**src/hw/rtl/u8d_pkg.sv**
```systemverilog
// shared types and constants for the utf-8 decoder
package u8d_pkg;

  localparam int unsigned CpW   = 21;
  localparam int unsigned StatW = 2;
  localparam int unsigned UsedW = 3;

  localparam logic [StatW-1:0] STAT_OK        = 2'd0;
  localparam logic [StatW-1:0] STAT_BAD_LEAD  = 2'd1;
  localparam logic [StatW-1:0] STAT_BAD_CONT  = 2'd2;
  localparam logic [StatW-1:0] STAT_SURROGATE = 2'd3;

  localparam logic [CpW-1:0] SURR_LO   = 21'h00D800;
  localparam logic [CpW-1:0] SURR_HI   = 21'h00DFFF;
  localparam logic [CpW-1:0] CP_QMARK  = 21'h00003F;

  typedef struct packed {
    logic [CpW-1:0]   code_point;
    logic [StatW-1:0] status;
    logic [UsedW-1:0] bytes_used;
    logic             last;
  } result_t;

  // up to two results leave the decode step for one byte
  typedef struct packed {
    logic [1:0] cnt;
    result_t    r0;
    result_t    r1;
  } step_out_t;

endpackage

```
**src/hw/rtl/u8d_step.sv**
```systemverilog
// decode step: sequence state and the per-byte decode logic
module u8d_step (
  input  logic                 clk,
  input  logic                 rst_n,
  input  logic                 take,
  input  logic [7:0]           byte_in,
  output u8d_pkg::step_out_t   res
);

  logic [u8d_pkg::CpW-1:0]   pv_r, pv_nxt;
  logic [1:0]                bl_r, bl_nxt;
  logic [u8d_pkg::UsedW-1:0] sl_r, sl_nxt;
  logic [7:0]                lb_r, lb_nxt;

  // first-byte decode, used when idle and after a bad continuation
  logic                      fb_emit;
  logic                      fb_open;
  logic [u8d_pkg::CpW-1:0]   fb_pv;
  logic [u8d_pkg::UsedW-1:0] fb_sl;
  u8d_pkg::result_t          fb_res;

  logic                      is_cont;
  logic [u8d_pkg::CpW-1:0]   acc;
  logic [1:0]                bl_dec;

  always_comb begin
    fb_emit = 1'b0;
    fb_open = 1'b0;
    fb_pv   = '0;
    fb_sl   = '0;
    fb_res.code_point = {13'd0, byte_in};
    fb_res.status     = u8d_pkg::STAT_OK;
    fb_res.bytes_used = 3'd1;
    fb_res.last       = 1'b1;
    if (byte_in[7] == 1'b0) begin
      fb_emit = 1'b1;
    end else if ((byte_in & 8'hE0) == 8'hC0) begin
      fb_open = 1'b1;
      fb_pv   = {16'd0, byte_in[4:0]};
      fb_sl   = 3'd2;
    end else if ((byte_in & 8'hF0) == 8'hE0) begin
      fb_open = 1'b1;
      fb_pv   = {17'd0, byte_in[3:0]};
      fb_sl   = 3'd3;
    end else if ((byte_in & 8'hF8) == 8'hF0) begin
      fb_open = 1'b1;
      fb_pv   = {18'd0, byte_in[2:0]};
      fb_sl   = 3'd4;
    end else begin
      fb_emit       = 1'b1;
      fb_res.status = u8d_pkg::STAT_BAD_LEAD;
    end
  end

  assign is_cont = (byte_in & 8'hC0) == 8'h80;
  assign acc     = {pv_r[u8d_pkg::CpW-7:0], byte_in[5:0]};
  assign bl_dec  = bl_r - 2'd1;

  always_comb begin
    pv_nxt  = pv_r;
    bl_nxt  = bl_r;
    sl_nxt  = sl_r;
    lb_nxt  = lb_r;
    res.cnt = 2'd0;
    res.r0  = fb_res;
    res.r1  = fb_res;
    if (bl_r == 2'd0) begin
      res.cnt = {1'b0, fb_emit};
      if (fb_open) begin
        pv_nxt = fb_pv;
        sl_nxt = fb_sl;
        lb_nxt = byte_in;
        bl_nxt = fb_sl[1:0] - 2'd1;
      end
    end else if (is_cont) begin
      pv_nxt = acc;
      bl_nxt = bl_dec;
      if (bl_dec == 2'd0) begin
        res.cnt           = 2'd1;
        res.r0.bytes_used = sl_r;
        res.r0.last       = 1'b1;
        if (acc >= u8d_pkg::SURR_LO && acc <= u8d_pkg::SURR_HI) begin
          res.r0.code_point = u8d_pkg::CP_QMARK;
          res.r0.status     = u8d_pkg::STAT_SURROGATE;
        end else begin
          res.r0.code_point = acc;
          res.r0.status     = u8d_pkg::STAT_OK;
        end
      end
    end else begin
      // bad continuation: report the lead byte, then restart on this byte
      res.cnt           = fb_emit ? 2'd2 : 2'd1;
      res.r0.code_point = {13'd0, lb_r};
      res.r0.status     = u8d_pkg::STAT_BAD_CONT;
      res.r0.bytes_used = sl_r - {1'b0, bl_r};
      res.r0.last       = ~fb_emit;
      bl_nxt            = 2'd0;
      if (fb_open) begin
        pv_nxt = fb_pv;
        sl_nxt = fb_sl;
        lb_nxt = byte_in;
        bl_nxt = fb_sl[1:0] - 2'd1;
      end
    end
  end

  always_ff @(posedge clk) begin
    if (!rst_n) begin
      pv_r <= '0;
      bl_r <= '0;
      sl_r <= '0;
      lb_r <= '0;
    end else if (take) begin
      pv_r <= pv_nxt;
      bl_r <= bl_nxt;
      sl_r <= sl_nxt;
      lb_r <= lb_nxt;
    end
  end

  a_idle_single: assert property (@(posedge clk) disable iff (!rst_n)
    (bl_r == 2'd0) |-> (res.cnt != 2'd2))
    else $error("two results from an idle decoder");

  a_pair_last: assert property (@(posedge clk) disable iff (!rst_n)
    (res.cnt == 2'd2) |-> (!res.r0.last && res.r1.last))
    else $error("last flag misplaced on a result pair");

  a_open_len: assert property (@(posedge clk) disable iff (!rst_n)
    (bl_r != 2'd0) |-> (sl_r >= 3'd2 && sl_r <= 3'd4 && {1'b0, bl_r} < sl_r))
    else $error("open sequence with inconsistent length");

endmodule

```
**src/hw/rtl/u8d_rbuf.sv**
```systemverilog
// two-entry result buffer between the decode step and the output port
module u8d_rbuf (
  input  logic                 clk,
  input  logic                 rst_n,
  input  logic                 push,
  input  u8d_pkg::step_out_t   res,
  output logic [1:0]           room,
  output logic                 out_valid,
  input  logic                 out_ready,
  output u8d_pkg::result_t     head
);

  u8d_pkg::result_t e0_r, e0_nxt;
  u8d_pkg::result_t e1_r, e1_nxt;
  logic [1:0]       oc_r, oc_nxt;

  logic             pop;
  logic [1:0]       cnt1;
  logic [1:0]       n;
  u8d_pkg::result_t a0;

  assign out_valid = oc_r != 2'd0;
  assign head      = e0_r;
  assign pop       = out_valid && out_ready;
  assign cnt1      = oc_r - {1'b0, pop};
  assign a0        = pop ? e1_r : e0_r;
  assign room      = 2'd2 - cnt1;
  assign n         = push ? res.cnt : 2'd0;

  always_comb begin
    e0_nxt = a0;
    e1_nxt = e1_r;
    case (cnt1)
      2'd0: begin
        e0_nxt = res.r0;
        e1_nxt = res.r1;
      end
      2'd1: begin
        e1_nxt = res.r0;
      end
      default: begin
        e1_nxt = e1_r;
      end
    endcase
    oc_nxt = cnt1 + n;
  end

  always_ff @(posedge clk) begin
    if (!rst_n) begin
      oc_r <= '0;
    end else begin
      oc_r <= oc_nxt;
    end
  end

  always_ff @(posedge clk) begin
    e0_r <= e0_nxt;
    e1_r <= e1_nxt;
  end

  a_no_overflow: assert property (@(posedge clk) disable iff (!rst_n)
    push |-> (res.cnt <= room))
    else $error("result buffer overflow");

  a_fill_range: assert property (@(posedge clk) disable iff (!rst_n)
    oc_r != 2'd3)
    else $error("result buffer fill count out of range");

  a_pop_count: assert property (@(posedge clk) disable iff (!rst_n)
    (pop && !push) |=> (oc_r == $past(oc_r) - 2'd1))
    else $error("fill count wrong after a lone pop");

endmodule

```
**src/hw/rtl/utf8_to_codepoint_decoder.sv**
```systemverilog
// utf-8 byte stream to code point decoder, top level
//
//  channel  direction  handshake            payload
//  in_      input      in_valid/in_ready    in_byte_in[7:0]
//  out_     output     out_valid/out_ready  out_code_point, out_status, out_bytes_used, out_last
//
// one byte per cycle is taken while the result buffer has room; each result passes the input
// register and the result buffer before it is offered; a bad continuation followed by a complete
// first byte yields two results and may hold the input while the two-entry result buffer drains
// synchronous active-low reset returns the decoder to idle with an empty buffer
// out_ready low stalls the buffer; the input register then fills and in_ready drops
module utf8_to_codepoint_decoder (
  input  logic        clk,
  input  logic        rst_n,
  input  logic        in_valid,
  output logic        in_ready,
  input  logic [7:0]  in_byte_in,
  output logic        out_valid,
  input  logic        out_ready,
  output logic [20:0] out_code_point,
  output logic [1:0]  out_status,
  output logic [2:0]  out_bytes_used,
  output logic        out_last
);

  logic               hold_r;
  logic [7:0]         byte_r;
  logic               consume;
  logic [1:0]         room;
  u8d_pkg::step_out_t res;
  u8d_pkg::result_t   head;

  // a held byte moves on only when the buffer has space for all its results
  assign consume  = hold_r && (res.cnt <= room);
  assign in_ready = !hold_r || consume;

  always_ff @(posedge clk) begin
    if (!rst_n) begin
      hold_r <= 1'b0;
    end else if (in_valid && in_ready) begin
      hold_r <= 1'b1;
    end else if (consume) begin
      hold_r <= 1'b0;
    end
  end

  always_ff @(posedge clk) begin
    if (in_valid && in_ready) begin
      byte_r <= in_byte_in;
    end
  end

  u8d_step u_step (
    .clk     (clk),
    .rst_n   (rst_n),
    .take    (consume),
    .byte_in (byte_r),
    .res     (res)
  );

  u8d_rbuf u_rbuf (
    .clk       (clk),
    .rst_n     (rst_n),
    .push      (consume),
    .res       (res),
    .room      (room),
    .out_valid (out_valid),
    .out_ready (out_ready),
    .head      (head)
  );

  assign out_code_point = head.code_point;
  assign out_status     = head.status;
  assign out_bytes_used = head.bytes_used;
  assign out_last       = head.last;

endmodule

```
**config.mk**
```make
export PLATFORM = sky130hd
export DESIGN_NAME = utf8_to_codepoint_decoder
export DESIGN_NICKNAME = d
export VERILOG_FILES = /design/src/hw/rtl/u8d_pkg.sv /design/src/hw/rtl/u8d_step.sv /design/src/hw/rtl/u8d_rbuf.sv /design/src/hw/rtl/utf8_to_codepoint_decoder.sv
export SDC_FILE = /design/constraint.sdc
export NUM_CORES = 1
export LEC_CHECK = 0
export BUFFER_PORTS_ARGS = -buffer_cell sky130_fd_sc_hd__clkbuf_2
export CAP_MARGIN = 20
export CORE_MARGIN = 2
export CORE_UTILIZATION = 40
export CTS_CLUSTER_DIAMETER = 50
export DETAILED_ROUTE_END_ITERATION = 6
export PLACE_DENSITY = 0.68
export SLEW_MARGIN = 20
export SYNTH_ARGS = -nofsm -noshare
export SYNTH_HDL_FRONTEND = slang
export SYNTH_SLANG_ARGS = --single-unit
```
**constraint.sdc**
```tcl
create_clock -name clk -period 2.8 [get_ports clk]
set_input_delay 0.42 -clock clk [delete_from_list [all_inputs] [get_ports clk]]
set_output_delay 0.42 -clock clk [all_outputs]
set_load 0.005 [all_outputs]
```
==> impl_results.md, run 1 <==
* Io pins at 41
* Number of global-route vias before repair at approximately 3000
* # fillers at between 900 and 1000
* Leakage at 1.94 nW
* Synth Instances at roughly 350
* Register area at 2480 sq um
* # DRC at 0
* Xor-xnor portion of the synthesized cell area at less than 1%
* First-pass GRT wire length at about 15000 um
* Critical Path AT at about 2.3 ns
* Setup TNS at 0 ns
* Final ANT Viol Nets at 0
* Largest net degree at the start of global routing at 28
* Initial Utilization at between 40% and 50%
* GP Congestion at approximately 0.91
* Fraction of layout cells with a size suffix above 1 at about 30%
* Worst setup SP type: flip-flop
* Syn Nets at 376
* H-tree depth at 3
* Final Cycle Share at between 90% and 100%
* Hpwl dp at roughly 6500 um
* GR Overflow Total at 0
* Pins Over Slew Limit at 0
* Port bufs at 40
* Slew headroom at between 50% and 60%
* Maximum vdd drop at a little under 700 uV
* Num Clock Sinks at between 90 and 100
* Die area at roughly 11000 sq um
* Avg Cell Area, Syn at between 10 and 15 sq um
* Area Growth Syn to Fin at 21.6%
* Hold Violations, Final at 0
* Cell internal pwr at between 3 and 4 mW
* Antenna diodes at 0
* Sw Share at between 30% and 40%
* Final core occ at 49.6%
* Die Wd at about 110 um
* Tot GR Track Use at 17.6%
* Core area at between 10000 and 15000 sq um
* RSZ-0062 raised after global routing: yes
* Max Fclk at roughly 360 MHz
* Clk_lat worst skew at between 0.3 and 0.4 ns
* WL/cell at roughly 16 um
* Post-CTS Hold Buffers at 0
* Status: finished, final reports clean
* Die Y at approximately 110 um
* Clk slew on worst S/H paths at 0.09 ns
* Clk pwr share at 16.9%
* DRT iter0 DRCs at 240
* WHS at 0.224 ns
* Combinational Power Share at between 40% and 50%
* Largest family of logic cells by synthesized area: compound AO/OA/AOI/OAI gates
* Synth Cell Area at ~4200 sq um
* Area of the multi-input gates at 1650 sq um
* CTS root buf: clkbuf_8
* DR pass1 iterations at 5
* Power Density at approximately 1100 nW/um^2
* Sequential share of power at between 40% and 50%
* Worst Hold Class: primary input to flip-flop
* Layout Nets at 443
* P_sw at slightly below 2 mW
* Crit-path max FO at 3
* Sequential area share after synthesis at 59.7%
* Initial antenna violation count at 0
* Multiplexer share of the synthesized area at less than 1%
* Number of CTS-inserted buffers at 9
* Drt via density at roughly 5.5
* Kind of critical path: flip-flop to output pin
* Drt total wl at between 9000 and 10000 um
* Post-synthesis cell type count at 51
* DR vias at roughly 3100
* Slew @ Worst Pin at a little under 0.7 ns
* CTS tree: yes
* Seq cells post-synth at 93
* Yosys warns at 0
* Row Count at 37
* Setup Skew at 0.0162 ns
* Max cap viols at 0
* Simple-gate share of the synthesized area at about an eighth
* Post-synthesis compound-gate area fraction at around a fifth
* Post-Synth Adder-Cell Area at between 3 and 4%
* Worst Setup End Kind: output pin
* Min cycle time layout at ~2.8 ns
* Worst path required time at around 2.4 ns
* CTS max path bufs at 2
* Final setup violation count at 0
[power groups by stage]
stage | clock [mW] | sequential [mW] | combinational [mW]
final | 0.913 | 2.27 | 2.22
after global routing | 0.999 | 2.32 | 2.45
after CTS | 0.938 | 2.27 | 2.15
after detailed placement | 0 | 2.31 | 2.03
after global placement | 0 | 2.29 | 1.98
after floorplan | 0 | 2.27 | 1.22
[synthesized netlist by cell type (all sizes together)]
master   instances  area, sq um
and3            11         68.8
edfxtp          62         1860
a21oi           25          125
o211ai           8         60.1
and2            10         63.8
o2bb2ai         10         87.6
a32o             1         10.0
o221ai           2         17.5
o21ai           16         80.1
nand2b           7         43.8
xor2             1         8.76
nor3             7         40.0
nand2           11         41.3
inv             14         52.6
o211a            1         10.0
a21boi           1         7.51
mux2i            1         10.0
or3b             1         8.76
or4              2         18.8
fa               1         20.0
o22a             7         68.8
nand3           16         80.1
nand4b           1         8.76
a221oi           3         32.5
dfxtp           31          621
buf              2         16.3
clkbuf          20         76.3
a22oi            1         7.51
nor4             1         6.26
a21o             2         15.0
nor2b            3         18.8
a31oi            2         12.5
or3              8         50.1
or2              3         18.8
nor3b            2         15.0
o21a             4         30.0
ha               9          113
a211oi           1         7.51
a22o            24          213
nor2            19         71.3
o41ai            1         27.5
xnor2            1         8.76
clkinv           1         3.75
[cells in the final DEF (no fill, tap or decap), drive strengths merged, types with 2 or more instances in the layout]
master	count
or2	3
o221ai	2
nand2b	7
o211ai	8
o22a	7
nor2b	3
nand3	16
ha	9
nor2	19
edfxtp	62
nor3b	2
a221oi	3
and2	10
o2bb2ai	10
nor3	7
clkbuf	50
a21o	2
or4	2
or3	8
dfxtp	31
a21oi	25
a22o	24
a31oi	2
and3	11
clkinv	3
buf	38
o21a	4
nand2	11
inv	17
o21ai	16
[area by class of cell]
type / count / area share, %
clock buffer: 10 / 2.52
clock inverter: 6 / 1.39
inverter: 15 / 1.11
multi-input combinational: 224 / 32.6
sequential: 93 / 49.1
tap: 136 / 3.37
timing repair buffer: 78 / 9.85
[critical path: stages, from the launching register on]
cell	delay, ns
dfxtp_1	0.32
or2_4	0.24
and2_4	0.15
ha_4	0.17
xnor2_4	0.15
ha_4	0.27
inv_2	0.04
ha_4	0.27
nand2b_4	0.08
nand2b_4	0.08
nand3_2	0.08
clkbuf_2	0.12
[state kept, by name, indices dropped and copies added, names as in the netlist]
register,flops
hold_r,1
u_step.bl_r,2
u_step.lb_r,8
u_step.sl_r,3
u_rbuf.e1_r,27
u_rbuf.head,27
u_rbuf.oc_r,2
u_step.pv_r,15
byte_r,8
[through the flow]
stage | instances | power (mW) | area [sq um] | setup slack (ns)
after detailed placement | 542 | 4.34 | 4740 | -0.249
after global routing | 562 | 5.76 | 5060 | -0.0509
final | 562 | 5.40 | 5060 | 0.0436
after floorplan | 354 | 3.49 | 4200 | 0.000358
after global placement | 542 | 4.27 | 4740 | -0.175
after CTS | 559 | 5.36 | 5000 | 0.00201
[cell families (layout without fill, tap and decap cells)]
| group | count (synthesis) | in the layout |
|---|---|---|
| XOR/XNOR | 2 | 2 |
| multiplexers | 1 | 1 |
| adder cells (fa/ha/maj) | 10 | 10 |
| flip-flops | 93 | 93 |
| AO/OA/AOI/OAI | 109 | 109 |
| AND/OR/NAND/NOR | 102 | 102 |
| buffers and inverters | 37 | 109 |
[routing by layer]
layer / vias up / part of all wire, % / global-route usage, %
li1: 1478 / - / -
met1: 1476 / 44 / 22.7
met2: 106 / 47 / 27.9
met3: 26 / 6.0 / 4.72
met4: 0 / 3.2 / 8.08
met5: - / 0 / 0
[timing repair]
action | in CTS | in global routing
resized for setup | 9 | 5
setup buffers | 1 | 3
gates cloned | 0 | 0
endpoints found under the hold margin | 0 | 0
setup endpoints to repair | 14 | 13
pin swaps | 0 | 7
[path summary, 6_finish.rpt]
| check | start | to | slack (ns) | cells after the start |
|---|---|---|---|---|
| min | in_byte_in[0] | byte_r[0] | 0.22 | 1 |
| max reg2reg | u_rbuf.oc_r[0] | u_step.bl_r[0] | 0.10 | 13 |
| max | u_rbuf.oc_r[0] | in_ready | 0.04 | 11 |
| min reg2reg | u_step.lb_r[7] | u_step.lb_r[7] | 0.48 | 1 |
Note: power is estimated with default switching activity, not from simulation.
==> run 2: changes to the inputs <==
- CORE_MARGIN: 2 -> not set
- PLACE_DENSITY: 0.68 -> 0.66
- clock period: 2.8 -> 2.75 ns (I/O delays scaled with it)
==> run 2 against run 1 <==
Against the previous run: the run now ends with negative setup slack left; setup slack worse by 0.044 ns; power up 3.1%; critical path depth stayed put; count of clock-buffer cells in the layout increased by 2; wire length is 1.7% higher; non-clock buffer count increased by 1; design area rose by 0.54%; sequential power is 2% higher; clock power is 2% lower; die area fell by 3.7%; core utilization grew 1.7 points; sequential cell count unchanged; largest power group is now combinational cells.
==> impl_results.md, run 2 (synthesis gave the netlist of run 1 again) <==
* Status: finished, violations left
* Violated checks: negative setup slack
* Critical Path AT at 2.34 ns (about the same)
* Final Cycle Share at 100%
* Drt total wl at 9420 um (+1.7%)
* Layout Nets at 444 (+0.23%)
* Clk slew on worst S/H paths at 0.09 ns (about the same)
* Worst path max stage delay at 0.33 ns (about the same)
* Most frequent cells in the layout: edfxtp_1, clkbuf_2, buf_4
* Critical-path cell list: or2_4 -> and2_4 -> ha_4 -> xnor2_4 -> ha_4 -> inv_2 -> ha_4 -> nand2b_4 -> nand2b_4 -> nand3_2 -> clkbuf_2
* Tot GR Track Use at 18.2% (+0.60 points)
* Post-CTS Hold Buffers at 0 (unchanged)
* CTS max path bufs at 2 (unchanged)
* Commonest non-fill, non-tap cell in the layout: edfxtp_1
* Slew headroom at 53.0% (-1.4 points)
* Setup Skew at 0.0114 ns (-0.00489 ns)
* Hold Violations, Final at 0 (unchanged)
* Initial Utilization at 42.0% (+1.1 points)
* Final setup violation count at 1 (+1)
* Power Density at 1100 nW/um^2 (+2.5%)
* Final ANT Viol Nets at 0 (unchanged)
* PnR worst setup slack at -0.000246 ns (-0.0439 ns)
* Number of global-route vias before repair at 2990 (+0.84%)
* CTS tree: yes
* WL/cell at 16.8 um (+2.1%)
* Max cap viols at 0 (unchanged)
* Die area at 10800 sq um (-3.7%)
* RSZ-0062 raised after global routing: yes
* GR Overflow Total at 0 (unchanged)
* DR pass1 iterations at 4 (-1)
* Clk_lat worst skew at 0.37 ns (about the same)
* Antenna diodes at 0 (unchanged)
* Die Y at 104 um (-1.9%)
* First-pass GRT wire length at 15400 um (+0.59%)
* H-tree depth at 3 (unchanged)
* Min cycle time layout at ~2.8 ns
* Drt via density at 5.47 (-0.33%)
* Number of CTS-inserted buffers at 9 (unchanged)
* Delay-heaviest family, CP: adder cells
* Place WS at -0.235 ns (+0.0139 ns)
* CP dominant cell by count: ha_4
* Max Fclk at 364 MHz
* Worst path required time at 2.34 ns (-0.04 ns)
* DRT iter0 DRCs at 153 (-36%)
* Maximum vdd drop at 977 uV (+44%)
* Worst Hold Class: primary input to flip-flop
* Io pins at 41 (unchanged)
* GP Congestion at 0.900 (-1.0%)
* Slew @ Worst Pin at 0.705 ns (+0.0217 ns)
* Hpwl dp at 6500 um (-0.63%)
* Worst Setup End Kind: output pin
* Post-route cell area at 5080 sq um (+0.54%)
* Kind of critical path: flip-flop to output pin
* Leakage at 1.95 nW (+0.31%)
* DR vias at 3065 (-0.68%)
* Initial antenna violation count at 0 (unchanged)
* Fraction of layout cells with a size suffix above 1 at 31.6% (+1.8 points)
* CTS root buf: clkbuf_8
* Area Growth Syn to Fin at 22.3%
* Crit-path slowest cell: dfxtp_2
* Crit-path max FO at 3 (unchanged)
* Core area at 9910 sq um (-2.7%)
* Total power at 5.57 mW (+3.1%)
* Port bufs at 40 (unchanged)
* Critical path buffers and inverters at 2 (unchanged)
* Row Count at 36 (-2.7%)
* Dpl cell area at 4730 sq um (-0.40%)
* # DRC at 0 (unchanged)
* Largest net degree at the start of global routing at 28 (unchanged)
* Worst setup SP type: flip-flop
* Die Wd at 104 um (-1.9%)
* Num Clock Sinks at 93 (unchanged)
* Pins Over Slew Limit at 0 (unchanged)
==> run 2: layout make-up <==
cell class	instances	area, sq um
Clock buffer	12	166
Clock inverter	4	31.3
Fill cell	892	4830
Inverter	15	56.3
Multi-Input combinational cell	224	1680
Sequential cell	93	2480
Tap cell	133	166
Timing Repair Buffer	79	500
==> run 2: power breakdown <==
group	total [mW]	internal, mW	leakage, nW	switching (mW)
clock	0.896	0.412	0.102	0.484
sequential	2.31	2.15	0.888	0.167
combinational	2.36	1.01	0.959	1.35
total	5.57	3.57	1.95	2.00
==> run 2: timing repair <==
action / CTS / global route
gates resized for setup: 7 / 15
setup buffers: 7 / 1
gates cloned: 0 / 0
pin swaps: 7 / 6
endpoints found under the setup margin: 14 / 29
==> run 2: path summary, 6_finish.rpt <==
check                 start             end  slack (ns)  depth (start not counted)
max          u_rbuf.oc_r[0]        in_ready     -0.0002                         11
min reg2reg  u_step.lb_r[7]  u_step.lb_r[7]        0.49                          1
min           in_byte_in[0]       byte_r[0]        0.22                          1
max reg2reg  u_rbuf.oc_r[0]  u_rbuf.oc_r[1]        0.07                         14
==> run 2: per-layer routing <==
| metal | vias to the layer above | part of all wire (%) | track usage (%) |
|---|---|---|---|
| li1 | 1485 | - | - |
| met5 | - | 0 | 0 |
| met1 | 1496 | 45 | 23.0 |
| met3 | 11 | 3.7 | 2.82 |
| met4 | 0 | 1.5 | 7.14 |
| met2 | 73 | 50 | 31.3 |
==> run 2: per-stage QoR <==
stage	setup TNS [ns]	utilization, %	hold WS, ns	cells
2_1_floorplan	0	-	0.441	354
5_1_grt	-0.158	51.3	0.202	560
3_5_place_dp	-2.49	47.7	0.474	537
6_report	-0.000246	51.3	0.217	560
3_3_place_gp	-2.16	47.7	0.470	537
4_1_cts	-0.00606	50.5	0.210	560
==> run 3: changes to the inputs <==
- CORE_UTILIZATION: 40 -> 59
- PLACE_DENSITY: 0.66 -> 0.88
==> run 3 against run 2 <==
Against the previous run: the run still ends with negative setup slack left; via count grew 3.0%; global-route usage rose by 8.6 points; core utilization is 23 points higher; setup slack got worse by 0.015 ns; critical endpoint unchanged.
==> impl_results.md, run 3 (synthesis gave the netlist of run 1 again) <==
* Leakage at 1.94 nW (-0.22%)
* Final Non-Filler Cells at 521 (-7.0%)
* GR Overflow Total at 0 (unchanged)
* Status: finished, violations left
* Sequential share of power at 40.9% (-0.6 points)
* Sw Share at 35.1% (-0.80 points)
* Setup Skew at 0.00905 ns (-0.00231 ns)
* DRT iter0 DRCs at 264 (+73%)
* Max cap viols at 0 (unchanged)
* Final setup violation count at 1 (unchanged)
* Clk slew on worst S/H paths at 0.09 ns (about the same)
* Min cycle time layout at 2.77 ns (+0.0148 ns)
* DR pass1 iterations at 4 (unchanged)
* Pins Over Slew Limit at 0 (unchanged)
* CTS tree: yes
* Power Density at 1120 nW/um^2 (+2.7%)
* Clk_lat worst skew at 0.37 ns (about the same)
* CTS root buf: clkbuf_8
* Worst Setup End Kind: output pin
* Drt total wl at 9430 um (about the same)
* First-pass GRT wire length at 14800 um (-3.6%)
* Num Clock Sinks at 93 (unchanged)
* Area Growth Syn to Fin at 20.9%
* Final ANT Viol Nets at 0 (unchanged)
* Most frequent cells in the layout: edfxtp_1, clkbuf_2, buf_4
* Cell internal pwr at 3.67 mW (+2.8%)
* Post-CTS Hold Buffers at 0 (unchanged)
* DR vias at 3158 (+3.0%)
* Slew @ Worst Pin at 0.694 ns (-0.0108 ns)
* Hold Violations, Final at 0 (unchanged)
* Drt via density at 6.06 (+11%)
* Final Cycle Share at 101% (+0.54 points)
* PnR worst setup slack at -0.0151 ns (-0.0148 ns)
* Critical-path cell list: or2_4 -> and2_4 -> ha_4 -> xnor2_4 -> ha_4 -> inv_2 -> ha_4 -> nand2b_4 -> nand2b_4 -> nand3_2 -> clkbuf_2
* Critical path buffers and inverters at 2 (unchanged)
* Worst setup SP type: flip-flop
* Io pins at 41 (unchanged)
* Core area at 6790 sq um (-31%)
* Post-route cell area at 5030 sq um (-1.1%)
* Hpwl dp at 6310 um (-3.0%)
* Combinational Power Share at 40.9% (-1.5 points)
* Violated checks: negative setup slack
* Max Fclk at 362 MHz (-0.54%)
* Port bufs at 40 (unchanged)
* Die area at 7390 sq um (-32%)
* GP Congestion at 0.961 (+6.7%)
* Kind of critical path: flip-flop to output pin
* Antenna diodes at 0 (unchanged)
* Crit-path max FO at 3 (unchanged)
* RSZ-0062 raised after global routing: yes
* Total power at 5.65 mW (+1.6%)
* Worst path required time at 2.34 ns (about the same)
* Post-Place Cells at 500 (-6.9%)
* R2R setup slack at 0.01 ns (-0.06 ns)
* Commonest non-fill, non-tap cell in the layout: edfxtp_1
* Die Y at 85.9 um (-17%)
* Initial Utilization at 61.2% (+19 points)
* Area of the multi-input gates at 1660 sq um (-1.3%)
* Maximum vdd drop at 873 uV (-11%)
* CP dominant cell by count: ha_4
* Worst Hold Class: primary input to flip-flop
* P_sw at 1.98 mW (-0.71%)
* Row Count at 30 (-17%)
* Number of global-route vias before repair at 2988 (-0.067%)
* Critical Path AT at 2.35 ns (about the same)
* WL/cell at 18.1 um (+7.6%)
* Fraction of layout cells with a size suffix above 1 at 30.8% (-0.79 points)
* Delay-heaviest family, CP: adder cells
* Number of CTS-inserted buffers at 9 (unchanged)
* Die Wd at 85.9 um (-17%)
* Dpl cell area at 4680 sq um (-0.98%)
* Largest net degree at the start of global routing at 28 (unchanged)
* # fillers at 467 (-48%)
* Initial antenna violation count at 0 (unchanged)
* H-tree depth at 3 (unchanged)
* Crit-path slowest cell: dfxtp_2
* Register area at 2480 sq um (unchanged)
* Tot GR Track Use at 26.8% (+8.6 points)
* CTS max path bufs at 2 (unchanged)
* # DRC at 0 (unchanged)
* Slew headroom at 53.6% (+0.62 points)
* Clk pwr share at 18.3% (+2.2 points)
* Layout Nets at 442 (-0.45%)
* Place WS at -0.216 ns (+0.0187 ns)
* Worst path max stage delay at 0.33 ns (about the same)
-- run 3: cell type report --
cell class,instances,area share [%]
flip-flops and latches,93,49.4
multi-input cells,224,33.0
repair buffers,77,9.51
clock buffers,10,2.74
well taps,96,2.39
clock inverters,6,1.87
inverters,15,1.12
-- run 3: repair_timing --
action | 4_1_cts | 5_1_grt
cloned | 0 | 0
gates resized for setup | 8 | 7
pin swaps | 2 | 8
setup buffers | 3 | 2
setup endpoints to repair | 13 | 23
-- run 3: path summary, 6_finish.rpt --
check	startpoint	to	cells after the start
min reg2reg	u_step.lb_r[7]	u_step.lb_r[7]	1
max	u_rbuf.oc_r[0]	in_ready	11
max reg2reg	u_rbuf.oc_r[0]	byte_r[1]	14
min	in_byte_in[0]	byte_r[0]	1
-- run 3: per-layer routing --
layer | vias to the layer above | global-route usage [%] | routed length, um
met5 | - | 0 | 0
met4 | 0 | 11.4 | 222
met3 | 23 | 6.54 | 670
li1 | 1471 | - | -
met2 | 152 | 45.1 | 4720
met1 | 1512 | 33.1 | 3810
-- run 3: stage by stage --
stage	setup TNS (ns)	util, %	hold slack, ns
after global routing	-0.458	74.0	0.207
after detailed placement	-2.24	68.9	0.465
after floorplan	0	-	0.441
after global placement	-0.634	68.9	0.464
final	-0.0151	74.0	0.216
after CTS	0	73.3	0.206
-- run 3: power groups by stage --
| stage | logic, mW | registers, mW | clock network, mW |
|---|---|---|---|
| floorplan | 1.27 | 2.31 | 0 |
| global placement | 1.95 | 2.31 | 0 |
| detailed placement | 2.02 | 2.34 | 0 |
| CTS | 2.23 | 2.31 | 1.05 |
| global route | 2.51 | 2.36 | 1.09 |
| finish | 2.31 | 2.31 | 1.03 |
